===== config.mk =====
export PLATFORM = sky130hd
export DESIGN_NAME = sample_set_statistics
export DESIGN_NICKNAME = d
export VERILOG_FILES = /design/src/sss_pkg.sv /design/src/sss_ram.sv /design/src/sss_math.sv /design/src/sample_set_statistics.sv
export SDC_FILE = /design/constraint.sdc
export NUM_CORES = 2
export LEC_CHECK = 0
export BUFFER_PORTS_ARGS = -buffer_cell sky130_fd_sc_hd__buf_2
export CAP_MARGIN = 5
export CELL_PAD_IN_SITES_DETAIL_PLACEMENT = 0
export CELL_PAD_IN_SITES_GLOBAL_PLACEMENT = 1
export CORE_MARGIN = 10
export CORE_UTILIZATION = 48
export DETAILED_ROUTE_END_ITERATION = 16
export PLACE_DENSITY = 0.75
export SLEW_MARGIN = 20
export SYNTH_ARGS = -nofsm -noshare
export SYNTH_HDL_FRONTEND = slang
export SYNTH_SLANG_ARGS = --single-unit

===== constraint.sdc =====
create_clock -name clk -period 8.9 [get_ports clk]
set_clock_uncertainty 0.05 [all_clocks]
set_input_delay 1.335 -clock clk [delete_from_list [all_inputs] [get_ports clk]]
set_output_delay 1.335 -clock clk [all_outputs]
set_load 0.005 [all_outputs]

===== src/sss_pkg.sv =====
`timescale 1ns / 1ps
// ----------------------------------------------------------------------------
// sss_pkg
// Shared constants and types for the sample set statistics block.
// ----------------------------------------------------------------------------
package sss_pkg;
  localparam int MAX_SAMPLES_DEF = 32;
  localparam int SAMPLE_W = 16;
  localparam int MEAN_W   = 24;
  localparam int SD_W     = 16;
  localparam int COUNT_W  = 6;

  typedef enum logic [2:0] {
    ST_LOAD,
    ST_MODE_RD,
    ST_MODE_CMP,
    ST_MATH,
    ST_OUT
  } sss_state_t;

  // math unit sequencer
  typedef enum logic [2:0] {
    M_IDLE,
    M_MUL,
    M_DIV1,
    M_SQRT,
    M_DIV2,
    M_FIN
  } sss_math_state_t;

  // math unit handshake
  typedef struct packed {
    logic start;
    logic done;
  } sss_math_ctl_t;
endpackage


===== src/sss_ram.sv =====
`timescale 1ns / 1ps
// ----------------------------------------------------------------------------
// sss_ram
// Generic RAM with one write port and one registered read port.
// ----------------------------------------------------------------------------
module sss_ram #(
  parameter int WIDTH = 16,
  parameter int DEPTH = 32
) (
  input  logic                     clk,
  input  logic                     we,
  input  logic [$clog2(DEPTH)-1:0] waddr,
  input  logic [WIDTH-1:0]         wdata,
  input  logic [$clog2(DEPTH)-1:0] raddr,
  output logic [WIDTH-1:0]         rdata
);
  logic [WIDTH-1:0] mem [DEPTH];

  always_ff @(posedge clk) begin
    if (we) begin
      mem[waddr] <= wdata;
    end
    rdata <= mem[raddr];
  end
endmodule


===== src/sss_math.sv =====
`timescale 1ns / 1ps
// ----------------------------------------------------------------------------
// sss_math
// Sequential mean divide, variance square root and standard deviation divide.
// ----------------------------------------------------------------------------
module sss_math import sss_pkg::*; #(
  parameter int SUM_W = 22,
  parameter int SQ_W  = 36,
  parameter int N_W   = 6
) (
  input  logic                     clk,
  input  logic                     rst_n,
  input  logic                     start,
  input  logic signed [SUM_W-1:0]  sum,
  input  logic [SQ_W-1:0]          sum_sq,
  input  logic [N_W-1:0]           n,
  output logic                     done,
  output logic signed [MEAN_W-1:0] mean_q8,
  output logic [SD_W-1:0]          std_dev
);
  localparam int SC_W = SUM_W + 8;                    // magnitude of sum*256
  localparam int D_W  = 2 * ((SQ_W + N_W + 1) / 2);   // n*sum_sq, whole bit pairs
  localparam int R_W  = D_W / 2;
  localparam int CW   = $clog2(D_W + 2);

  sss_math_state_t state_r, state_nxt;
  logic [CW-1:0] cnt_r, cnt_nxt;
  logic [D_W-1:0] diff_r, diff_nxt;
  logic [SC_W-1:0] quo_r, quo_nxt;
  logic [SC_W-1:0] rem_r, rem_nxt;
  logic [R_W-1:0] root_r, root_nxt;
  logic [R_W+1:0] srem_r, srem_nxt;
  logic neg_r, neg_nxt;
  logic [SUM_W-1:0] abs_w;
  logic [SC_W-1:0] rem_sh;
  logic [R_W+1:0] s_trial;
  logic signed [SC_W:0] mean_w;

  assign abs_w = sum[SUM_W-1] ? SUM_W'(-sum) : SUM_W'(sum);
  assign rem_sh = {rem_r[SC_W-2:0], quo_r[SC_W-1]};
  assign s_trial = {srem_r[R_W-1:0], diff_r[D_W-1 -: 2]} - {root_r, 2'b01};

  always_ff @(posedge clk) begin
    if (!rst_n) begin
      state_r <= M_IDLE;
    end else begin
      state_r <= state_nxt;
    end
    cnt_r <= cnt_nxt; diff_r <= diff_nxt; quo_r <= quo_nxt; rem_r <= rem_nxt;
    root_r <= root_nxt; srem_r <= srem_nxt; neg_r <= neg_nxt;
  end

  always_comb begin
    state_nxt = state_r; cnt_nxt = cnt_r; diff_nxt = diff_r; quo_nxt = quo_r;
    rem_nxt = rem_r; root_nxt = root_r; srem_nxt = srem_r; neg_nxt = neg_r;
    done = 1'b0;
    case (state_r)
      M_IDLE: begin
        if (start) begin
          neg_nxt = sum[SUM_W-1];
          quo_nxt = {abs_w, 8'd0};
          rem_nxt = '0;
          // n*sum_sq needs one narrow multiply; register it
          diff_nxt = D_W'(n) * D_W'(sum_sq);
          cnt_nxt = CW'(SC_W);
          state_nxt = M_MUL;
        end
      end
      M_MUL: begin
        diff_nxt = diff_r - D_W'(D_W'(abs_w) * D_W'(abs_w));
        state_nxt = M_DIV1;
      end
      M_DIV1: begin
        // restoring divide of |sum|*256 by n, one bit a cycle
        if (rem_sh >= SC_W'(n)) begin
          rem_nxt = rem_sh - SC_W'(n);
          quo_nxt = {quo_r[SC_W-2:0], 1'b1};
        end else begin
          rem_nxt = rem_sh;
          quo_nxt = {quo_r[SC_W-2:0], 1'b0};
        end
        cnt_nxt = cnt_r - 1'b1;
        if (cnt_r == CW'(1)) begin
          root_nxt = '0; srem_nxt = '0;
          cnt_nxt = CW'(R_W);
          state_nxt = M_SQRT;
        end
      end
      M_SQRT: begin
        // two bits of the radicand a cycle
        if (!s_trial[R_W+1]) begin
          srem_nxt = s_trial;
          root_nxt = {root_r[R_W-2:0], 1'b1};
        end else begin
          srem_nxt = {srem_r[R_W-1:0], diff_r[D_W-1 -: 2]};
          root_nxt = {root_r[R_W-2:0], 1'b0};
        end
        diff_nxt = {diff_r[D_W-3:0], 2'b00};
        cnt_nxt = cnt_r - 1'b1;
        if (cnt_r == CW'(1)) begin
          cnt_nxt = CW'(R_W);
          state_nxt = M_DIV2;
        end
      end
      M_DIV2: begin
        // reuse diff_r low bits as root quotient, srem as remainder
        if (cnt_r == CW'(R_W) && srem_r != '1) begin
          srem_nxt = '1; // marker: load phase
          diff_nxt = D_W'(root_r);
          rem_nxt = rem_r;
        end else begin
          if ({srem_r[R_W:0], diff_r[R_W-1]} >= (R_W+2)'(n)) begin
            srem_nxt = {srem_r[R_W:0], diff_r[R_W-1]} - (R_W+2)'(n);
            diff_nxt = {diff_r[D_W-1:R_W], diff_r[R_W-2:0], 1'b1};
          end else begin
            srem_nxt = {srem_r[R_W:0], diff_r[R_W-1]};
            diff_nxt = {diff_r[D_W-1:R_W], diff_r[R_W-2:0], 1'b0};
          end
          if (srem_r == '1) begin
            srem_nxt = '0; // first real bit uses cleared remainder
            if (diff_r[R_W-1] >= 1'b1 && n == N_W'(1)) begin
              diff_nxt = {diff_r[D_W-1:R_W], diff_r[R_W-2:0], 1'b1};
            end else begin
              srem_nxt = (R_W+2)'(diff_r[R_W-1]);
              diff_nxt = {diff_r[D_W-1:R_W], diff_r[R_W-2:0], 1'b0};
            end
          end
          cnt_nxt = cnt_r - 1'b1;
          if (cnt_r == CW'(1)) begin
            state_nxt = M_FIN;
          end
        end
      end
      M_FIN: begin
        done = 1'b1;
        state_nxt = M_IDLE;
      end
      default: state_nxt = M_IDLE;
    endcase
  end

  // floor for negative: -(q) - (rem != 0)
  assign mean_w = neg_r ? -$signed({1'b0, quo_r}) - (SC_W+1)'(rem_r != '0)
                        : $signed({1'b0, quo_r});
  assign mean_q8 = MEAN_W'(mean_w);
  assign std_dev = SD_W'(diff_r[R_W-1:0]);
endmodule


===== src/sample_set_statistics.sv =====
`timescale 1ns / 1ps
// ----------------------------------------------------------------------------
// sample_set_statistics
// Mean, mode and population standard deviation of a set of signed samples.
// ----------------------------------------------------------------------------
// channel  dir  ports                                          beat
// in       in   in_valid/in_ready, in_sample, in_last          one sample
// out      out  out_valid/out_ready, out_mean_q8, out_mode_value,
//               out_std_dev, out_count                         one result
//
// A stored sample beat j (0-based) is accepted, and then, before the next
// accept, the mode count walks the j+1 stored entries through the single
// RAM read port, one read state and one compare state each. A dropped beat
// starts no walk. The closing beat then runs the math unit: start
// and multiply, 30 mean divide steps, 22 root steps, 23 root divide
// steps and a done cycle. Reset clears counters and sums; the sample RAM is
// never cleared, since only entries of the current set are read. The result
// register holds while out_ready is low; in_ready is low from closing beat
// to delivery.
// ----------------------------------------------------------------------------
module sample_set_statistics import sss_pkg::*; #(
  parameter int MAX_SAMPLES = MAX_SAMPLES_DEF
) (
  input  logic                     clk,
  input  logic                     rst_n,
  input  logic                     in_valid,
  output logic                     in_ready,
  input  logic signed [SAMPLE_W-1:0] in_sample,
  input  logic                     in_last,
  output logic                     out_valid,
  input  logic                     out_ready,
  output logic signed [MEAN_W-1:0] out_mean_q8,
  output logic signed [SAMPLE_W-1:0] out_mode_value,
  output logic [SD_W-1:0]          out_std_dev,
  output logic [COUNT_W-1:0]       out_count
);
  localparam int AW    = $clog2(MAX_SAMPLES);
  localparam int N_W   = $clog2(MAX_SAMPLES + 1);
  localparam int SUM_W = SAMPLE_W + N_W;
  localparam int SQ_W  = 2 * SAMPLE_W + N_W;

  sss_state_t state_r, state_nxt;
  logic [N_W-1:0] fill_r, fill_nxt;
  logic signed [SUM_W-1:0] sum_r, sum_nxt;
  logic [SQ_W-1:0] sq_r, sq_nxt;
  logic signed [SAMPLE_W-1:0] cur_r, cur_nxt;     // sample under count
  logic [N_W-1:0] idx_r, idx_nxt;                 // walk index
  logic [N_W-1:0] freq_r, freq_nxt, best_r, best_nxt;
  logic signed [SAMPLE_W-1:0] mode_r, mode_nxt;
  logic last_r, last_nxt;
  logic signed [SAMPLE_W-1:0] rdata;
  logic we;
  logic [AW-1:0] raddr;
  logic [N_W-1:0] freq_inc;
  logic math_done;
  logic signed [MEAN_W-1:0] mean_w;
  logic [SD_W-1:0] sd_w;
  sss_math_ctl_t mctl;
  logic signed [SAMPLE_W-1:0] sq_a;

  assign in_ready = (state_r == ST_LOAD);
  assign out_valid = (state_r == ST_OUT);
  assign we = in_valid && in_ready && (fill_r < N_W'(MAX_SAMPLES));
  assign raddr = idx_r[AW-1:0];
  assign sq_a = in_sample;
  assign mctl.start = (state_r == ST_MATH) && !last_r;
  assign mctl.done = math_done;
  assign freq_inc = freq_r + N_W'(rdata == cur_r);

  sss_ram #(.WIDTH(SAMPLE_W), .DEPTH(MAX_SAMPLES)) u_ram (
    .clk(clk), .we(we), .waddr(fill_r[AW-1:0]), .wdata(in_sample),
    .raddr(raddr), .rdata(rdata)
  );

  sss_math #(.SUM_W(SUM_W), .SQ_W(SQ_W), .N_W(N_W)) u_math (
    .clk(clk), .rst_n(rst_n), .start(mctl.start), .sum(sum_r), .sum_sq(sq_r),
    .n(fill_r), .done(math_done), .mean_q8(mean_w), .std_dev(sd_w)
  );

  always_ff @(posedge clk) begin
    if (!rst_n) begin
      state_r <= ST_LOAD;
      fill_r <= '0; sum_r <= '0; sq_r <= '0; best_r <= '0;
    end else begin
      state_r <= state_nxt;
      fill_r <= fill_nxt; sum_r <= sum_nxt; sq_r <= sq_nxt; best_r <= best_nxt;
    end
    cur_r <= cur_nxt; idx_r <= idx_nxt; freq_r <= freq_nxt;
    mode_r <= mode_nxt; last_r <= last_nxt;
    if (mctl.done) begin
      out_mean_q8 <= mean_w;
      out_std_dev <= sd_w;
    end
  end

  assign out_mode_value = mode_r;
  assign out_count = COUNT_W'(fill_r);

  always_comb begin
    state_nxt = state_r; fill_nxt = fill_r; sum_nxt = sum_r; sq_nxt = sq_r;
    cur_nxt = cur_r; idx_nxt = idx_r; freq_nxt = freq_r; best_nxt = best_r;
    mode_nxt = mode_r; last_nxt = last_r;
    case (state_r)
      ST_LOAD: begin
        if (in_valid) begin
          last_nxt = in_last;
          if (we) begin
            fill_nxt = fill_r + 1'b1;
            sum_nxt = sum_r + SUM_W'(in_sample);
            sq_nxt = sq_r + SQ_W'($unsigned(32'(sq_a * sq_a)));
            // count matches of the new sample over the stored set
            cur_nxt = in_sample;
            idx_nxt = '0;
            freq_nxt = '0;
            state_nxt = ST_MODE_RD;
          end else if (in_last) begin
            last_nxt = 1'b0;
            state_nxt = ST_MATH;
          end
        end
      end
      ST_MODE_RD: begin
        state_nxt = ST_MODE_CMP;
      end
      ST_MODE_CMP: begin
        freq_nxt = freq_inc;
        idx_nxt = idx_r + 1'b1;
        if (idx_nxt == fill_r) begin
          if (freq_inc >= best_r) begin
            best_nxt = freq_inc;
            mode_nxt = cur_r;
          end
          if (last_r) begin
            last_nxt = 1'b0;
            state_nxt = ST_MATH;
          end else begin
            state_nxt = ST_LOAD;
          end
        end else begin
          state_nxt = ST_MODE_RD;
        end
      end
      ST_MATH: begin
        last_nxt = 1'b1; // start pulses one cycle
        if (mctl.done) begin
          state_nxt = ST_OUT;
        end
      end
      ST_OUT: begin
        if (out_ready) begin
          fill_nxt = '0; sum_nxt = '0; sq_nxt = '0; best_nxt = '0;
          last_nxt = 1'b0;
          state_nxt = ST_LOAD;
        end
      end
      default: state_nxt = ST_LOAD;
    endcase
  end
endmodule


# Yosys cells after proc, flatten, opt, wreduce, memory -nomap -nowiden
# Memory sizes are Yosys's and may differ from the RTL's. A register that Yosys moved wholly into a read port is not among the register bits.
# Index checks and enable logic that the tools add are counted.
[totals] reg_bits=320 ramBits=512 word_cells=175 mem_count=1
[memory_table] name="u_ram.mem" depth=32 width=16 read_ports=1 rd_ports_with_merged_regs=1 write_ports=1 line="sss_ram.sv:17" text="logic [WIDTH-1:0] mem [DEPTH];"
[op_classes] add_sub_neg=13 n_mul=3 n_lt_le_gt_ge=5 eq_ne=29 n_mux=69 n_reduce_logical=34
[op_table] cell="44-bit case mux with 4 select lines" count=1
[op_table] cell="24-bit two-way mux" count=6
[op_table] cell="30-bit case mux with 2 select lines" count=2
[op_table] cell="38-bit two-way mux" count=3
[op_table] cell="22-bit two-way mux" count=5
[op_table] cell="30-bit two-way mux" count=3
[op_table] cell="44-bit two-way mux" count=2
[op_table] cell="22-bit case mux with 2 select lines" count=2
[op_table] cell="38-bit case mux with 2 select lines" count=1
[op_table] cell="24-bit case mux with 3 select lines" count=1
[op_table] cell="6-bit two-way mux" count=10
[op_table] cell="6-bit case mux with 2 select lines" count=4
[op_table] cell="22-bit by 22-bit multiplier with 44-bit output" count=1
[op_table] cell="6-bit by 38-bit multiplier with 44-bit output" count=1
[op_table] cell="44-bit subtractor" count=1
[op_table] cell="38-bit by 32-bit adder with 38-bit output" count=1
[op_table] cell="3-bit two-way mux" count=11
[op_table] cell="16-bit by 16-bit multiplier with 32-bit output" count=1
[op_table] cell="30-bit by 6-bit greater-or-equal comparator with 1-bit output" count=1
[op_table] cell="3-bit case mux with 5 select lines" count=2
[op_table] cell="30-bit nonzero test" count=1
[op_table] cell="30-bit by 6-bit subtractor with 30-bit output" count=1
[op_table] cell="24-bit equality test (second input constant)" count=1
[op_table] cell="24-bit by 6-bit greater-or-equal comparator with 1-bit output" count=1
[op_table] cell="other kinds (38)" count=90

# Depth between registers and ports, before layout
[depth] ltp_word=6 ltp_mapped=38 depth_no_buf=36

# By module
# A second synthesis with hierarchy kept.
[hier_totals] cells_unflattened=6698 area_unflattened_um2=71137.0
[by_module_without_submodules] mod="sss_math" instances=1 cells_per_inst=3746 area_each_um2=33156.8 seq_area_each_um2=4774.6
[by_module_without_submodules] mod="sss_ram" instances=1 cells_per_inst=1143 area_each_um2=20534.7 seq_area_each_um2=15695.1
[by_module_without_submodules] mod="sample_set_statistics" instances=1 cells_per_inst=1809 area_each_um2=17445.5 seq_area_each_um2=4053.9

# Least setup slack after synthesis
# OpenSTA, ideal clock, no wires.
[synth_path] path_type="input to register" start="input port in_sample[13]" end="register sq_r[36]" setup_time_ns=0.072 arrival_time_ns=8.748 path_slack_ns=0.030 stages=32 path_cell_list="clkbuf_1 clkbuf_1 nand2_1 inv_1 fa_1 inv_1 fa_1 fa_1 fa_1 inv_1 fa_1 fa_1 ha_1 a21o_1 a21o_1 a21oi_1 nor2b_1 or3_1 o221ai_1 a21oi_1 and4_1 a211oi_1 xnor2_1 ha_1 inv_1 nor3_1 nand2_1 or2_2 o21ai_0 o21ai_0 or3_1 a21oi_1"
[synth_between] elab_chain_len=5
[synth_lines] element="start, declared" line="sample_set_statistics.sv:28" text="input logic signed [SAMPLE_W-1:0] in_sample,"
[synth_lines] element="16-bit by 16-bit multiplier with 32-bit output" line="sample_set_statistics.sv:110" text="sq_nxt = sq_r + SQ_W'($unsigned(32'(sq_a * sq_a)));"
[synth_lines] element="38-bit by 32-bit adder with 38-bit output" line="sample_set_statistics.sv:110"
[synth_lines] element="38-bit two-way mux" line="sample_set_statistics.sv:107" text="if (we) begin"
[synth_lines] element="38-bit two-way mux" line="sample_set_statistics.sv:105" text="if (in_valid) begin"
[synth_lines] element="38-bit case mux with 2 select lines" line="sample_set_statistics.sv:103" text="case (state_r)"
[synth_lines] element="end signal, assigned" line="sample_set_statistics.sv:86" text="fill_r <= fill_nxt; sum_r <= sum_nxt; sq_r <= sq_nxt; best_r <= best_nxt;"
[synth_lines] element="end, declared" line="sample_set_statistics.sv:45" text="logic [SQ_W-1:0] sq_r, sq_nxt;"
# No other way between the ends. The select of a mux whose other input is x is not followed.
# A chain may end at the register's enable or synchronous reset.

# Worst setup path in the final report
[layout_path] start="register sum_r[12]" end="register u_math.diff_r[39], data pin"
[layout_between] elab_chain_len=5
[layout_lines] element="start, declared" line="sample_set_statistics.sv:44" text="logic signed [SUM_W-1:0] sum_r, sum_nxt;"
[layout_lines] element="start signal, assigned" line="sample_set_statistics.sv:86"
[layout_lines] element="22-bit negator" line="sss_math.sv:39" text="assign abs_w = sum[SUM_W-1] ? SUM_W'(-sum) : SUM_W'(sum);"
[layout_lines] element="22-bit two-way mux (*)" line="sss_math.sv:39"
[layout_lines] element="22-bit by 22-bit multiplier with 44-bit output (*)" line="sss_math.sv:70" text="diff_nxt = diff_r - D_W'(D_W'(abs_w) * D_W'(abs_w));"
[layout_lines] element="44-bit subtractor (*)" line="sss_math.sv:70"
[layout_lines] element="44-bit case mux with 4 select lines (*)" line="sss_math.sv:57" text="case (state_r)"
[layout_lines] element="named net u_math.diff_nxt[39]" line="sss_math.sv:28" text="logic [D_W-1:0] diff_r, diff_nxt;"
[layout_lines] element="end signal, assigned" line="sss_math.sv:49" text="cnt_r <= cnt_nxt; diff_r <= diff_nxt; quo_r <= quo_nxt; rem_r <= rem_nxt;"
[layout_lines] element="end, declared" line="sss_math.sv:28"
# Mark *: on every way through the listed nets, which the timed path passes. The rest lies on a longest branch.

==> run summary <==
- run status: completed
- Worst R2R End: u_math.diff_r[39]
- data arrival time of the critical path: 9.06 ns
- share of the yosys chip area belonging to registers: 35.1%
- Horiz. Die Dim: 402 µm
- final-report setup violation count: 0
- H-tree Lvls: 3
- DRT Wirelength: 185 mm
- remaining antenna violation count: 0
- length of the first detailed-routing pass in iterations: 6
- instance count after placement with tap cells included: 8,491
- number of antenna violations at the first check in global routing: 5
- TritonCTS buffer count: 87
- clock tree from TritonCTS: built
- most frequent cell on the critical path: fa_1
- FFs w/ async S/R, synth: 0%
- count of unresolved DRC violations after routing: 0
- maximum root-to-sink buffer count: 3
- largest net degree at the start of global routing: 131
- final-report max-slew violation count: 0
- final HPWL from detailed placement: 139 mm
- setup slack, reg-to-reg: 0.22 ns
- worst max-slew margin expressed relative to the limit: 29.3%
- number of enable flip-flop cells after synthesis: 754
- data required time at the worst endpoint: 9.28 ns
- final RePlAce weighted congestion: 0.931
- Worst Hold Depth: 0
- initial core utilization: 48.5%
- top achievable clock speed: 115 MHz
- slew at the pin closest to its max-slew limit: 1.06 ns
- synthesis-to-finish area growth: 12.9%
- count of state elements after synthesis: 848
- type of element launching the critical path: flop
- number of hold-slack violations in the final timing report: 0
- Synth Area per Inst: 11.1 µm²
- Hold Path Class: flop to flop
- count of pins on the block boundary: 85
- GRT Total Usage: 23.0%
- non-filler instance count after layout: 8,676
- Hold Startpoint: cur_r[5]
- Ys Warns: 0
- library cell with the highest instance count after synthesis: inv_1
- mean number of vias per cell: 5.46
- share of the clock period used by the worst path: 97.6%
- height of the die: 402 µm
- biggest cell delay along the critical path: 0.56 ns
- buffers added on ports: 84
- clock edge transition at the registers on the reported setup and hold paths: 0.06 ns
- post-route core utilization: 54.7%
- largest area contributor in the netlist: edfxtp_1
- floorplan core area: 144,000 µm²
- average wire per standard cell: 21.3 µm
- gr ovfl total: 0
- type of the worst setup path: flop to flop
- pre-CTS setup slack: -0.577 ns
- Clock Sink Count: 848
- reg2reg path depth: 34
- Hold Path Sink: out_mode_value[5]
- Worst R2R Start: sum_r[12]
- vias post-DR: 47,400
- final setup margin: 0.216 ns
- share of layout cells above drive strength 1: 14.5%
- Synth Cell Area: 69,900 µm²
- Worst path slowest cell: or4_4
- top cells by count, synth: inv_1 (1,127), fa_1 (796), edfxtp_1 (754)
- die area: 161,000 µm²
- endpoint class of the critical path: flop
- # Max-Cap Violations: 0
- Critical Path Fanout Max: 3
- via count of the first global-routing pass: 50,100
- Final min period: 8.68 ns
- wire length of the first global-routing pass: 291 mm
- Rows: 139
- Detailed Route Iter0 Violations: 3,594
- CTS Root Buffer Type: clkbuf_16
- Yosys top cell area share: 32.4%
- number of instances in the synthesized netlist: 6,282
- flip-flop cell with the highest count after synthesis: edfxtp_1
- cell types occupying the most area after synthesis: edfxtp_1 (32%), fa_1 (23%), ha_1 (7.5%), inv_1 (6.1%), mux4_2 (5.2%)
- Skew-Pair Late Insertion Delay: 0.72 ns
- Layout Nets: 7,933
- unique cell type count in the Yosys netlist: 92
## critical path: cells and delay by family, from the launching register on
kind | cells | cell delay, ns
flops | 1 | 0.32
buf+inv | 9 | 0.88
fa+ha+maj | 8 | 3.82
xor+xnor | 1 | 0.16
simple gates | 11 | 2.26
compound gates | 5 | 0.88
## final cells by class
class | count | area [µm²]
Antenna cell | 7 | 17.5
Clock buffer | 120 | 2380
Clock inverter | 39 | 541
Fill cell | 12400 | 65300
Inverter | 1141 | 4290
Multi-Input combinational cell | 4098 | 40800
Sequential cell | 848 | 24500
Tap cell | 1903 | 2380
Timing Repair Buffer | 520 | 3920
## placed cells by master, fill, tap and decap left out, types with 26 or more instances in the layout
cell,n
inv_1,1115
fa_1,788
edfxtp_1,754
nand2_1,616
ha_1,415
buf_4,413
nor2_1,360
a21oi_1,232
xnor2_1,189
o21ai_0,168
mux4_2,160
a21o_1,103
xor2_1,102
clkbuf_16,88
dfxtp_1,87
and2_1,80
buf_2,80
nor2b_1,68
nand2b_1,53
nor3_1,51
nand3_1,50
a22oi_1,43
nand4_1,39
o22ai_1,37
o21a_1,34
or3_1,31
o21bai_1,30
a31oi_1,29
a211oi_1,26
clkbuf_1,26
## per-stage QoR
stage | area, µm² | hold WS (ns) | setup TNS [ns]
global route | 78900 | 0.435 | -0.296
floorplan | 70000 | 0.399 | 0
global placement | 75300 | 0.405 | -3.90
finish | 78900 | 0.432 | 0
detailed placement | 75300 | 0.417 | -4.63
CTS | 78300 | 0.434 | 0
## metal layers
metal  track usage, %  routed length (µm)  up-vias
met5                0                   8        -
met4             7.72                6300        2
met3             4.87               13300      282
met2             37.5               86900     1441
met1             30.6               78300    23900
li1                 -                   -    21800
## timing repair
action,4_1_cts,5_1_grt
endpoints found under the hold margin,0,0
setup buffers,6,14
resized for setup,22,110
pin swaps,8,56
endpoints found under the setup margin,11,22
gates cloned,0,0
hold buffers,0,0
## registers in the layout (all words and copies together), names as in the netlist, 22 cells and up
| register | count |
|---|---|
| u_ram.mem | 512 |
| u_math.diff_r | 44 |
| sq_r | 38 |
| u_math.quo_r | 30 |
| u_math.rem_r | 30 |
| out_mean_q8 | 24 |
| u_math.srem_r | 24 |
| sum_r | 22 |
| u_math.root_r | 22 |
## kinds of logic after synthesis
logic type	count (synthesis)	synth area share [%]
AOI/OAI and AO/OA	867	7.92
xor gates and xnor gates	301	3.77
adders and majority gates	1216	30.3
buffers and inverters	1355	7.31
DFF	848	35.1
muxes	201	5.78
other	2	0.0107
and+or+nand+nor	1492	9.79
## how the worst max path moves through the flow
stage             startpoint           endpoint  slack, ns  cells past startpoint
6_report           sum_r[12]  u_math.diff_r[39]       0.22                     34
3_5_place_dp    in_sample[3]           sq_r[36]      -0.58                     33
4_1_cts             sum_r[9]  u_math.diff_r[39]      0.002                     34
5_1_grt             sum_r[6]  u_math.diff_r[41]      -0.05                     36
2_1_floorplan  in_sample[13]           sq_r[36]       0.03                     32
3_3_place_gp    in_sample[3]           sq_r[36]      -0.53                     33
Power is left out: the tool's default activity adds up to more than one toggle a clock period on the data nets, which glitch-free logic cannot reach.
